## config.mk

```make
export PLATFORM = sky130hd
export DESIGN_NAME = atad_cfg
export DESIGN_NICKNAME = d
export VERILOG_FILES = /design/src/sv/atad_pkg.sv /design/src/sv/atad_cfg.sv
export SDC_FILE = /design/constraint.sdc
export NUM_CORES = 1
export LEC_CHECK = 0
export BUFFER_PORTS_ARGS = -buffer_cell sky130_fd_sc_hd__buf_2
export CAP_MARGIN = 0
export CORE_UTILIZATION = 46
export DETAILED_ROUTE_END_ITERATION = 6
export PLACE_DENSITY = 0.8
export SLEW_MARGIN = 25
export SYNTH_ARGS = -nofsm -noshare
export SYNTH_HDL_FRONTEND = slang
export SYNTH_SLANG_ARGS = --single-unit
```

## constraint.sdc

```tcl
create_clock -name i_clk -period 1 [get_ports i_clk]
set_input_delay 0.1 -clock i_clk [delete_from_list [all_inputs] [get_ports i_clk]]
set_output_delay 0.1 -clock i_clk [all_outputs]
set_load 0.01 [all_outputs]
```

## src/sv/atad_pkg.sv

```systemverilog
// shared types and constants of the adc throttle averaging block
// no dependencies; imported by every other file of the block
package atad_pkg;

    localparam int SAMPLE_W = 12;
    localparam int AVG_W    = 12;
    localparam int THR_W    = 16;
    localparam int MID_W    = 12;
    localparam int FULL_W   = 12;
    localparam int DB_W     = 11;
    localparam int LIMIT_W  = 15;
    localparam int ADDR_W   = 4;
    localparam int DATA_W   = 32;

    localparam int MIDPOINT = 2048;
    localparam logic [SAMPLE_W-1:0] MID_CODE = 12'd2048;

    localparam logic [MID_W-1:0]   MID_RST   = 12'd2048;
    localparam logic [FULL_W-1:0]  FULL_RST  = 12'd4095;
    localparam logic [DB_W-1:0]    DB_RST    = 11'd64;
    localparam logic [LIMIT_W-1:0] LIMIT_RST = 15'd1000;

    localparam logic [1:0] REG_MID   = 2'd0;
    localparam logic [1:0] REG_FULL  = 2'd1;
    localparam logic [1:0] REG_DB    = 2'd2;
    localparam logic [1:0] REG_LIMIT = 2'd3;

    localparam int THR_Q = 15;
    localparam int CNT_W = 4;
    localparam logic [CNT_W-1:0] THR_LAST = 4'd14;

    typedef enum logic [2:0] {
        ST_IDLE,
        ST_READ,
        ST_UPDATE,
        ST_AVG,
        ST_SHAPE,
        ST_MUL,
        ST_DIV_THR,
        ST_FINISH
    } t_state;

    typedef struct packed {
        logic [MID_W-1:0]   mid_level;
        logic [FULL_W-1:0]  full_scale;
        logic [DB_W-1:0]    dead_band;
        logic [LIMIT_W-1:0] throttle_limit;
    } t_cfg;

    typedef struct packed {
        logic take;
        logic read;
        logic update;
        logic avg;
        logic div_step;
        logic shape;
        logic mul;
        logic finish;
    } t_cmd;

    typedef struct packed {
        logic out_free;
    } t_stat;

endpackage

```

## src/sv/atad_cfg.sv

```systemverilog
// apb register file holding mid level, full scale, dead band and limit
// depends on atad_pkg
module atad_cfg (
    input  logic                         i_clk,
    input  logic                         i_rst_n,
    input  logic                         psel,
    input  logic                         penable,
    input  logic                         pwrite,
    input  logic [atad_pkg::ADDR_W-1:0]  paddr,
    input  logic [atad_pkg::DATA_W-1:0]  pwdata,
    output logic [atad_pkg::DATA_W-1:0]  prdata,
    output logic                         pready,
    output atad_pkg::t_cfg               o_cfg
);
    import atad_pkg::*;

    t_cfg r_cfg;
    logic wr_en;

    assign pready = 1'b1;
    assign wr_en  = psel && penable && pwrite;
    assign o_cfg  = r_cfg;

    always_ff @(posedge i_clk) begin
        if (!i_rst_n) begin
            r_cfg.mid_level      <= MID_RST;
            r_cfg.full_scale     <= FULL_RST;
            r_cfg.dead_band      <= DB_RST;
            r_cfg.throttle_limit <= LIMIT_RST;
        end else if (wr_en) begin
            case (paddr[3:2])
                REG_MID:   r_cfg.mid_level      <= pwdata[MID_W-1:0];
                REG_FULL:  r_cfg.full_scale     <= pwdata[FULL_W-1:0];
                REG_DB:    r_cfg.dead_band      <= pwdata[DB_W-1:0];
                REG_LIMIT: r_cfg.throttle_limit <= pwdata[LIMIT_W-1:0];
                default: begin
                end
            endcase
        end
    end

    always_comb begin
        case (paddr[3:2])
            REG_MID:   prdata = DATA_W'(r_cfg.mid_level);
            REG_FULL:  prdata = DATA_W'(r_cfg.full_scale);
            REG_DB:    prdata = DATA_W'(r_cfg.dead_band);
            REG_LIMIT: prdata = DATA_W'(r_cfg.throttle_limit);
            default:   prdata = '0;
        endcase
    end
endmodule

```

; After elaboration in Yosys (flattened, before gate mapping)
; Index checks and enable logic that the tools add are counted.
[classes]
muxes = 1
n_eq_ne = 3
reduce_logical = 7
[ops]
columns = cell, count
row1 = $pmux W32 S4, 1
row2 = $reduce_and A2 Y1, 4
row3 = $eq A2 B2 Y1 const B, 2
row4 = $eq A2 B1 Y1 const B, 1
row5 = $logic_and A1 B1 Y1, 2
row6 = $logic_not A2 Y1, 1
[word_totals]
wordCells = 15
register_bits = 50
out_inout_bits = 83

; Logic depth before layout (Yosys ltp)
[logic_depth]
ltp_word = 3
mapped_depth = 4

; Worst setup path after synthesis
; No wires, ideal clock.
[synth_path]
path_type = reg2out
startpoint = reg r_cfg, in the netlist o_cfg[21]
endpoint = out prdata[6] (netlist name)
stages_incl_launch_ff = 2
arrival_ps = 883
slack_ps = 17
required_time_ps = 900
path_cell_list = dfxtp_1 > mux4_1
[synth_between]
elab_chain_cells = 1
[synth_rtl]
columns = element, line_no
row1 = "start, declared", atad_cfg.sv:17  ; t_cfg r_cfg;
row2 = $pmux W32 S4, atad_cfg.sv:43  ; case (paddr[3:2])
row3 = "end, declared", atad_cfg.sv:11  ; output logic [atad_pkg::DATA_W-1:0] prdata,
; No other way between the ends. The select of a mux whose other input is x is not followed.

; Worst setup path after layout
[layout_path]
startpoint = reg r_cfg, in the netlist o_cfg[10]
endpoint = out prdata[10] (netlist name)
; The elaborated chain is that of the path after synthesis.

==> results.toml <==
[pwr]
powerDensity_mw_per_mm2 = 987.5
ir_worst_vdd_v = 0.0007125
power_mw = 3.717
p_leak_nw = 1.774

[yosys]
syn_area_mm2 = 0.002505
synth.top_cells.by_count = "51 x mux2i_1, 50 x dfxtp_1, 45 x nand2_1, 32 x nor2b_1, 23 x buf_4"
synth_edf_count = 0
yosysMostFrequentCell = "mux2i_1"
ys.flop_type = "dfxtp_1"
syn_area_per_cell_um2 = 10.52
yosys_warnings = 0
synth_area_leaders = "dfxtp_1 40%, mux2i_1 20%, mux4_2 8.1%, nor2b_1 8.0%, buf_4 6.9%"
yosysUniqueCellTypes = 18
async_flop_share_pct = 0
synth_top_cell_by_area = "dfxtp_1"
ys_seq_area_share_pct = 39.96
ys_seq_elements = 50
synth_top_area_share_pct = 39.96
syn_inst = 238

[layout]
largest_reg_flops = 50
syn_to_final_growth_pct = 50.25
fillerInstances = 375
layout-drive-gt1-share_pct = 55.32
seq_area_mm2 = 0.001045
multiInputGateArea_mm2 = 0.001321
nNetsFinal = 417
n_antenna_cell = 0
final_area_mm2 = 0.003764
stdcell_count = 446

[timing]
hold_ws_ns = 0.04636
setup_slack_ns = -0.3498
rsz0062_at_grt = "true"
skew_ns = 0
hold_violations = 0
max_freq_ghz = 0.7408
period_share_pct = 135.0
setup-violations-final = 13
slew_violations = 0
finalSetupTns_ns = -3.709
fin_crit_ns = 1.350

[detailed_routing]
dr.pass1.iters = 4
ant_nets = 0
dr_total_vias = 2135
routedWlPerCell_um = 13.79
avgViaCountPerCell = 4.787
drt_wl_total_um = 6149
drcViolationCount = 0
drt_iter0_drc = 66

[cts]
clk_pin_slew_ns = 0.08
clockBufferDepth = 2
clock_sinks = 50
cts_max_level = 2
worstSkewPairLatency_ns = 0.29
cts-buffers-inserted = 5
ctsHoldBuffers = 0
cts_tree = "built"
cts_root_buffer = "clkbuf_8"

[place]
place_congestion = 0.7507
dp_hpwl_um = 4399
portBuffers = 86
place_inst = 436
dpl_cell_area_mm2 = 0.003341

[global_routing]
gr-usage-all-layers_pct = 20.92
grt_pass1_wl_um = 8811
grt-ovfl-total = 0
use_met3_pct = 3.836
grt_pass1_vias = 1918
grt_max_degree = 45
grt_use_met1_pct = 25.95
grt_antenna_before_repair = 0
grt_use_met2_pct = 36.97
top_usage_layer = "met2"

[setup_path]
startpoint_type = "flop"
cp.arrival_ns = 1.25
crit_chain = "mux4_2 -> buf_6"
end_kind = "output pin"
worst-endpoint-required_ns = 0.90
slowest_stage = "mux4_2"
critPathMaxStageDelay_ns = 0.49
critPathMaxFanout = 2
critPathKind = "flop to output pin"

[floorplan]
num_rows = 26
die_area_mm2 = 0.005745
fp.dieH_um = 75.80
initial_core_util_pct = 48.43
boundaryPins = 124
core_region_area_mm2 = 0.005172
fp.dieW_um = 75.80

[outcome]
outcome = "complete, but fails checks"
violations = "setup timing"

[worst_hold_path]
hold_path_class = "input port to flop"

[flow_run]
drv_cap = 0
[cells by family (layout without fill, tap and decap cells)]
kind of cell | Yosys count | count (layout) | share of synthesized area [%]
AND/OR/NAND/NOR | 88 | 88 | 18.98
multiplexers | 62 | 62 | 30.57
flip-flops | 50 | 50 | 39.96
buffers and inverters | 35 | 157 | 9.990
other | 2 | 18 | 0.2998
AO/OA/AOI/OAI | 1 | 1 | 0.1996
[metal layers]
metal,up-vias,routed length [um]
met3,7,299
met5,-,0
met2,73,3151
li1,1048,-
met4,0,54
met1,1007,2644
[cell type report]
class                           count  area share [%]
Multi-Input combinational cell    169           35.11
Timing Repair Buffer              150           32.78
Sequential cell                    50           27.76
Tap cell                           70           2.327
Clock buffer                        7           2.028
[critical path, delay by kind of cell (launching register included)]
family | cells | cell delay, ns
multiplexers | 1 | 0.49
flip-flops | 1 | 0.33
buffers and inverters | 1 | 0.14
[worst paths after layout]
kind                            cells after the start  slack, ns       start    endpoint
worst min-delay path                                3       0.05  pwdata[12]   o_cfg[12]
worst max-delay path                                2      -0.35   o_cfg[10]  prdata[10]
worst max register to register                      3       0.24    o_cfg[5]    o_cfg[5]
worst min register to register                      2       0.47   o_cfg[12]   o_cfg[12]
[report_power, final]
part	leakage (nW)	internal, mW	total, mW	switching [mW]
sequential	0.409	2.02	2.03	0.0139
clock	0.0383	0.483	1.10	0.618
combinational	1.33	0.302	0.584	0.282
[what timing repair did]
action,CTS,global route
setup endpoints to repair,19,46
setup buffers,3,1
gates resized for setup,19,70
[per-stage QoR]
step	util (%)	worst slack, ns
after CTS	67.25	-0.3613
after global placement	64.59	-0.3864
after detailed placement	64.59	-0.3517
after floorplan	-	0.01695
final	72.76	-0.3498
after global routing	72.76	-0.3803
[cell usage in the layout, fill, tap and decap left out]
cell / instances
mux4_2: 11
nand3_2: 1
o21ai_1: 1
and3_1: 2
conb_1: 18
nand2_1: 45
nand3b_4: 1
nand3_1: 2
nor2b_1: 32
buf_12: 4
nor3b_4: 1
clkbuf_8: 5
mux2i_1: 51
buf_6: 44
and3_4: 3
buf_4: 59
dfxtp_2: 35
buf_2: 43
nor3_4: 1
dfxtp_1: 15
clkbuf_1: 2
No activity file was read; power rests on OpenSTA's default activity.
