==> config.mk <==
export PLATFORM = sky130hd
export DESIGN_NAME = atad_ctrl
export DESIGN_NICKNAME = d
export VERILOG_FILES = /design/src/sv/atad_pkg.sv /design/src/sv/atad_ctrl.sv
export SDC_FILE = /design/constraint.sdc
export NUM_CORES = 1
export LEC_CHECK = 0
export BUFFER_PORTS_ARGS = -buffer_cell sky130_fd_sc_hd__buf_4
export CORE_AREA = 2 2 39 41
export CTS_CLUSTER_SIZE = 12
export DETAILED_ROUTE_END_ITERATION = 6
export DIE_AREA = 0 0 41 43
export PLACE_DENSITY_LB_ADDON = 0.1
export SYNTH_ARGS = -nofsm -noshare
export SYNTH_HDL_FRONTEND = slang
export SYNTH_SLANG_ARGS = --single-unit
==> constraint.sdc <==
create_clock -name i_clk -period 2.7 [get_ports i_clk]
set_input_delay 0.27 -clock i_clk [delete_from_list [all_inputs] [get_ports i_clk]]
set_output_delay 0.27 -clock i_clk [all_outputs]
set_load 0.01 [all_outputs]
==> src/sv/atad_pkg.sv <==
// shared types and constants of the adc throttle averaging block
// no dependencies; imported by every other file of the block
package atad_pkg;

    localparam int SAMPLE_W = 12;
    localparam int AVG_W    = 12;
    localparam int THR_W    = 16;
    localparam int MID_W    = 12;
    localparam int FULL_W   = 12;
    localparam int DB_W     = 11;
    localparam int LIMIT_W  = 15;
    localparam int ADDR_W   = 4;
    localparam int DATA_W   = 32;

    localparam int MIDPOINT = 2048;
    localparam logic [SAMPLE_W-1:0] MID_CODE = 12'd2048;

    localparam logic [MID_W-1:0]   MID_RST   = 12'd2048;
    localparam logic [FULL_W-1:0]  FULL_RST  = 12'd4095;
    localparam logic [DB_W-1:0]    DB_RST    = 11'd64;
    localparam logic [LIMIT_W-1:0] LIMIT_RST = 15'd1000;

    localparam logic [1:0] REG_MID   = 2'd0;
    localparam logic [1:0] REG_FULL  = 2'd1;
    localparam logic [1:0] REG_DB    = 2'd2;
    localparam logic [1:0] REG_LIMIT = 2'd3;

    localparam int THR_Q = 15;
    localparam int CNT_W = 4;
    localparam logic [CNT_W-1:0] THR_LAST = 4'd14;

    typedef enum logic [2:0] {
        ST_IDLE,
        ST_READ,
        ST_UPDATE,
        ST_AVG,
        ST_SHAPE,
        ST_MUL,
        ST_DIV_THR,
        ST_FINISH
    } t_state;

    typedef struct packed {
        logic [MID_W-1:0]   mid_level;
        logic [FULL_W-1:0]  full_scale;
        logic [DB_W-1:0]    dead_band;
        logic [LIMIT_W-1:0] throttle_limit;
    } t_cfg;

    typedef struct packed {
        logic take;
        logic read;
        logic update;
        logic avg;
        logic div_step;
        logic shape;
        logic mul;
        logic finish;
    } t_cmd;

    typedef struct packed {
        logic out_free;
    } t_stat;

endpackage

==> src/sv/atad_ctrl.sv <==
// sequencer: ring read and update, average division, shaping, scale division
// depends on atad_pkg; drives the datapath through t_cmd
module atad_ctrl (
    input  logic            i_clk,
    input  logic            i_rst_n,
    input  logic            i_in_valid,
    input  atad_pkg::t_stat i_stat,
    output logic            o_in_ready,
    output atad_pkg::t_cmd  o_cmd
);
    import atad_pkg::*;

    t_state           r_state, n_state;
    logic [CNT_W-1:0] r_cnt, n_cnt;

    always_ff @(posedge i_clk) begin
        if (!i_rst_n) begin
            r_state <= ST_IDLE;
            r_cnt   <= '0;
        end else begin
            r_state <= n_state;
            r_cnt   <= n_cnt;
        end
    end

    always_comb begin
        n_state    = r_state;
        n_cnt      = r_cnt;
        o_cmd      = '0;
        o_in_ready = 1'b0;
        case (r_state)
            ST_IDLE: begin
                o_in_ready = 1'b1;
                if (i_in_valid) begin
                    o_cmd.take = 1'b1;
                    n_state    = ST_READ;
                end
            end
            ST_READ: begin
                o_cmd.read = 1'b1;
                n_state    = ST_UPDATE;
            end
            ST_UPDATE: begin
                o_cmd.update = 1'b1;
                n_state      = ST_AVG;
            end
            ST_AVG: begin
                o_cmd.avg = 1'b1;
                n_state   = ST_SHAPE;
            end
            ST_SHAPE: begin
                o_cmd.shape = 1'b1;
                n_state     = ST_MUL;
            end
            ST_MUL: begin
                o_cmd.mul = 1'b1;
                n_state   = ST_DIV_THR;
            end
            ST_DIV_THR: begin
                o_cmd.div_step = 1'b1;
                if (r_cnt == THR_LAST) begin
                    n_cnt   = '0;
                    n_state = ST_FINISH;
                end else begin
                    n_cnt = r_cnt + 1'b1;
                end
            end
            ST_FINISH: begin
                if (i_stat.out_free) begin
                    o_cmd.finish = 1'b1;
                    n_state      = ST_IDLE;
                end
            end
            default: begin
                n_state = ST_IDLE;
                n_cnt   = '0;
            end
        endcase
    end
endmodule

* Word level (Yosys, flattened, before mapping)
Cells that the tools add are included.
** Storage, ports and cells
- Register bits after elaboration :: 7
- Input bits :: 4
- Output and inout port bits :: 9
** Operators by class
- Add/sub/neg operators :: 1
- Equality and inequality tests :: 11
- Reductions and logical operators :: 2
- Mux-type cells :: 16
** Operators by type and width (number)
- one-hot mux 3 bit (8 select lines) :: 1
- equality test 3 bit (second input constant) :: 4
- 2-to-1 mux 1 bit :: 11
- 2-to-1 mux 3 bit :: 3
- equality test 3 x 2 -> 1 bit (second input constant) :: 2
- != test 2 bit (second input constant) :: 3
- adder 4 x 1 -> 4 bit (second input constant) :: 1
- equality test 4 bit (second input constant) :: 1
- 2-to-1 mux 4 bit :: 1
- equality test 3 x 1 -> 1 bit (second input constant) :: 1
- zero test 3 bit :: 1
- AND reduction 3 bit :: 1

* Longest topological paths before layout
- Word-level depth :: 3
- Depth in mapped cells :: 4
- Gate-level depth less buffers :: 3

* Worst setup path after synthesis
Ideal clock, no wire load.
- Kind :: reg-to-output
- Start point :: reg r_state[2]
- End point :: out o_cmd[7] in the netlist's numbering
- Cell stages (with the launch flop) :: 4
- Setup slack :: 1402 ps
- Arrival time :: 1028 ps
- Cells stage by stage :: dfxtp_1 -> buf_2 -> nor3_1 -> and2_1
** RTL lines
- start: declaration :: line atad_ctrl.sv:13 : t_state r_state, n_state;
- start signal: assignment :: line atad_ctrl.sv:21 : r_state <= n_state;
- end: declaration :: line atad_ctrl.sv:9 : output atad_pkg::t_cmd o_cmd

==> run metrics <==
vias in the first global route 350; total negative slack 0 ps; root buf cell clkbuf_4; peak supply drop 168 uV; Least-Margin Pin Slew 359 ps; IO Count 13; crit end category primary output; Max Clk Rate 613 MHz; Tcrit/Tclk final 60.4%; syn_nets 53; Seq cells post-synth 7; gpl congestion 0.602; max cap viols 0; pre-CTS setup slack 1340 ps; Hold Fails Final Rpt 0; diodes inserted 0; die area 1760 sq um; first-pass GRT wire length 1.52 mm; synth warn 0; Hold Buf Count CTS 0; Clk network pwr share 36.3%; synthesized area 400 sq um; post-synthesis sequential area ratio 35.0%; Tot GR Track Use 12.5%; Critical Path Fanout Max 12; initial antenna violation count 0; reg-to-reg critical path startpoint r_state[2]; synthesized area per cell 8.17 sq um; Final Max Slew Viols 0; Synth cell types 24; Crit Reg-Reg Endpoint r_cnt[1]; Seq pwr share 46.5%; Cell Pwr Density 514 nW/um^2; Final Hold Slack 320 ps; status finished clean; synthesis-to-finish area growth 26.6%; CTS tree done; Hold Path Origin i_stat; unrepaired setup endpoints after global routing false; worst endpoint required time 2430 ps; clock edge transition at the registers on the reported setup and hold paths 60 ps; final-stage net count 65; CTS resizes 0; PnR worst setup slack 1070 ps; min Tclk post-route 1630 ps; num rows 14; count of input and output buffers 12; Worst Hold Depth 3; clk sinks 7; fraction of layout cells with a size suffix above 1 25.0%; Fillers 153; type of origin of the critical path flop; Initial Util 28.9%; P_int 0.000190 W; die width 41 um; post-synthesis instance total 49; deepest clock path buffer count 2; die height 43 um; Final setup viols 0; Setup CP Type reg2out; total grt overflow 0; multi-input logic area 223 sq um; Vias 393; r2r worst-path depth 3; Comb power frac 17.2%; H-tree Lvls 1; initial DRC count 4; leak pwr 0.226 nW; Switch Pwr 0.0000702 W; Hold Path Class in2reg; Hold Path Sink r_state[0]; DP Wirelength 634 um; switching share of power 27.0%; max_slew headroom 76.0%; R2R Setup Slk 1330 ps; Post-Route WL 871 um; Overall Power 0.000261 W; Critical Path AT 1360 ps; clk_skew 5.02 ps; final core occ 36.6%; clk_lat worst skew 250 ps; number of buffers created by CTS 3; number of remaining DRC errors 0; final antenna-violating net count 0; core area 1380 sq um; WL/cell 11.5 um; post-CTS setup buffer count 0; largest net degree at the start of global routing 13; Via density 5.17; drt first pass iters 4; register area 140 sq um
cells in the final DEF (no fill, tap or decap):
| cell type | n |
|---|---|
| nand2_1 | 5 |
| nor3_1 | 1 |
| clkbuf_1 | 1 |
| and2_1 | 1 |
| a21oi_1 | 3 |
| buf_4 | 12 |
| dfxtp_1 | 7 |
| o2111ai_1 | 1 |
| nand4b_1 | 2 |
| inv_1 | 2 |
| and3_1 | 2 |
| o22ai_1 | 1 |
| and3b_1 | 2 |
| nand3_1 | 1 |
| a31o_1 | 1 |
| clkbuf_4 | 3 |
| o41ai_1 | 1 |
| a221oi_1 | 1 |
| nor2_1 | 3 |
| a21o_1 | 1 |
| o21ai_0 | 2 |
| nor3b_1 | 4 |
| a41o_1 | 1 |
| nand3b_1 | 2 |
final cells by class:
| type | instances | area share, % |
|---|---|---|
| inverter | 2 | 1.48 |
| sequential | 7 | 27.7 |
| timing repair buffer | 12 | 17.8 |
| tap | 16 | 3.95 |
| multi-input combinational | 35 | 44.0 |
| clock buffer | 4 | 5.19 |
cell families after synthesis:
logic type,Yosys count,share of synthesized area [%]
AND/OR/NAND/NOR,23,34.7
AO/OA/AOI/OAI,12,20.9
flip-flops,7,35.0
buffers and inverters,7,9.37
worst max path at each step:
stage | start | to | slack, ps | cells after the start
after global routing | r_state[2] | o_cmd[3] | 960 | 2
after detailed placement | r_state[2] | r_cnt[1] | 1340 | 3
after CTS | r_state[2] | o_cmd[3] | 1060 | 2
after floorplan | r_state[2] | o_cmd[7] | 1400 | 3
after global placement | r_state[2] | r_cnt[1] | 1360 | 3
final | r_state[2] | o_cmd[3] | 1070 | 2
state kept, by name, indices dropped and copies added (netlist names):
signal / flops
r_cnt: 4
r_state: 3
critical path: stages, from the launching register on:
cell and delay (ps):
dfxtp_1 530, and3b_1 400, buf_4 180
stage by stage:
step | instance area, sq um | instances
after floorplan | 400 | 49
after global placement | 480 | 72
after detailed placement | 480 | 72
after CTS | 507 | 76
after global routing | 507 | 76
final | 507 | 76
power groups by stage:
stage	logic [W]	registers, W	clock network (W)
floorplan	0.0000350	0.000112	0
global placement	0.0000458	0.000123	0
detailed placement	0.0000452	0.000123	0
CTS	0.0000457	0.000121	0.000101
global route	0.0000498	0.000122	0.000109
finish	0.0000449	0.000121	0.0000945
synthesized netlist by cell type, drive strengths merged:
cell / number / share of area (%)
dfxtp: 7 / 35
nand2: 5 / 4.7
buf: 4 / 6.6
nor3b: 4 / 7.5
a21oi: 3 / 3.7
nor2: 3 / 2.8
and3: 2 / 3.1
and3b: 2 / 4.4
inv: 2 / 1.9
nand3b: 2 / 3.7
nand4b: 2 / 4.4
o21ai: 2 / 2.5
a21o: 1 / 1.9
a221oi: 1 / 2.2
a31o: 1 / 2.2
a41o: 1 / 2.5
and2: 1 / 1.6
clkbuf: 1 / 0.94
nand3: 1 / 1.2
nor3: 1 / 1.2
o2111ai: 1 / 2.2
o22ai: 1 / 1.6
o41ai: 1 / 2.2
per-layer routing:
layer | GRT usage (%) | vias up | routed length (um)
met5 | 0 | - | 0
met4 | 8.00 | 0 | 0
met2 | 16.9 | 13 | 391
met1 | 17.8 | 177 | 430
li1 | - | 203 | -
met3 | 1.57 | 0 | 49
No activity file was read; power rests on OpenSTA's default activity.
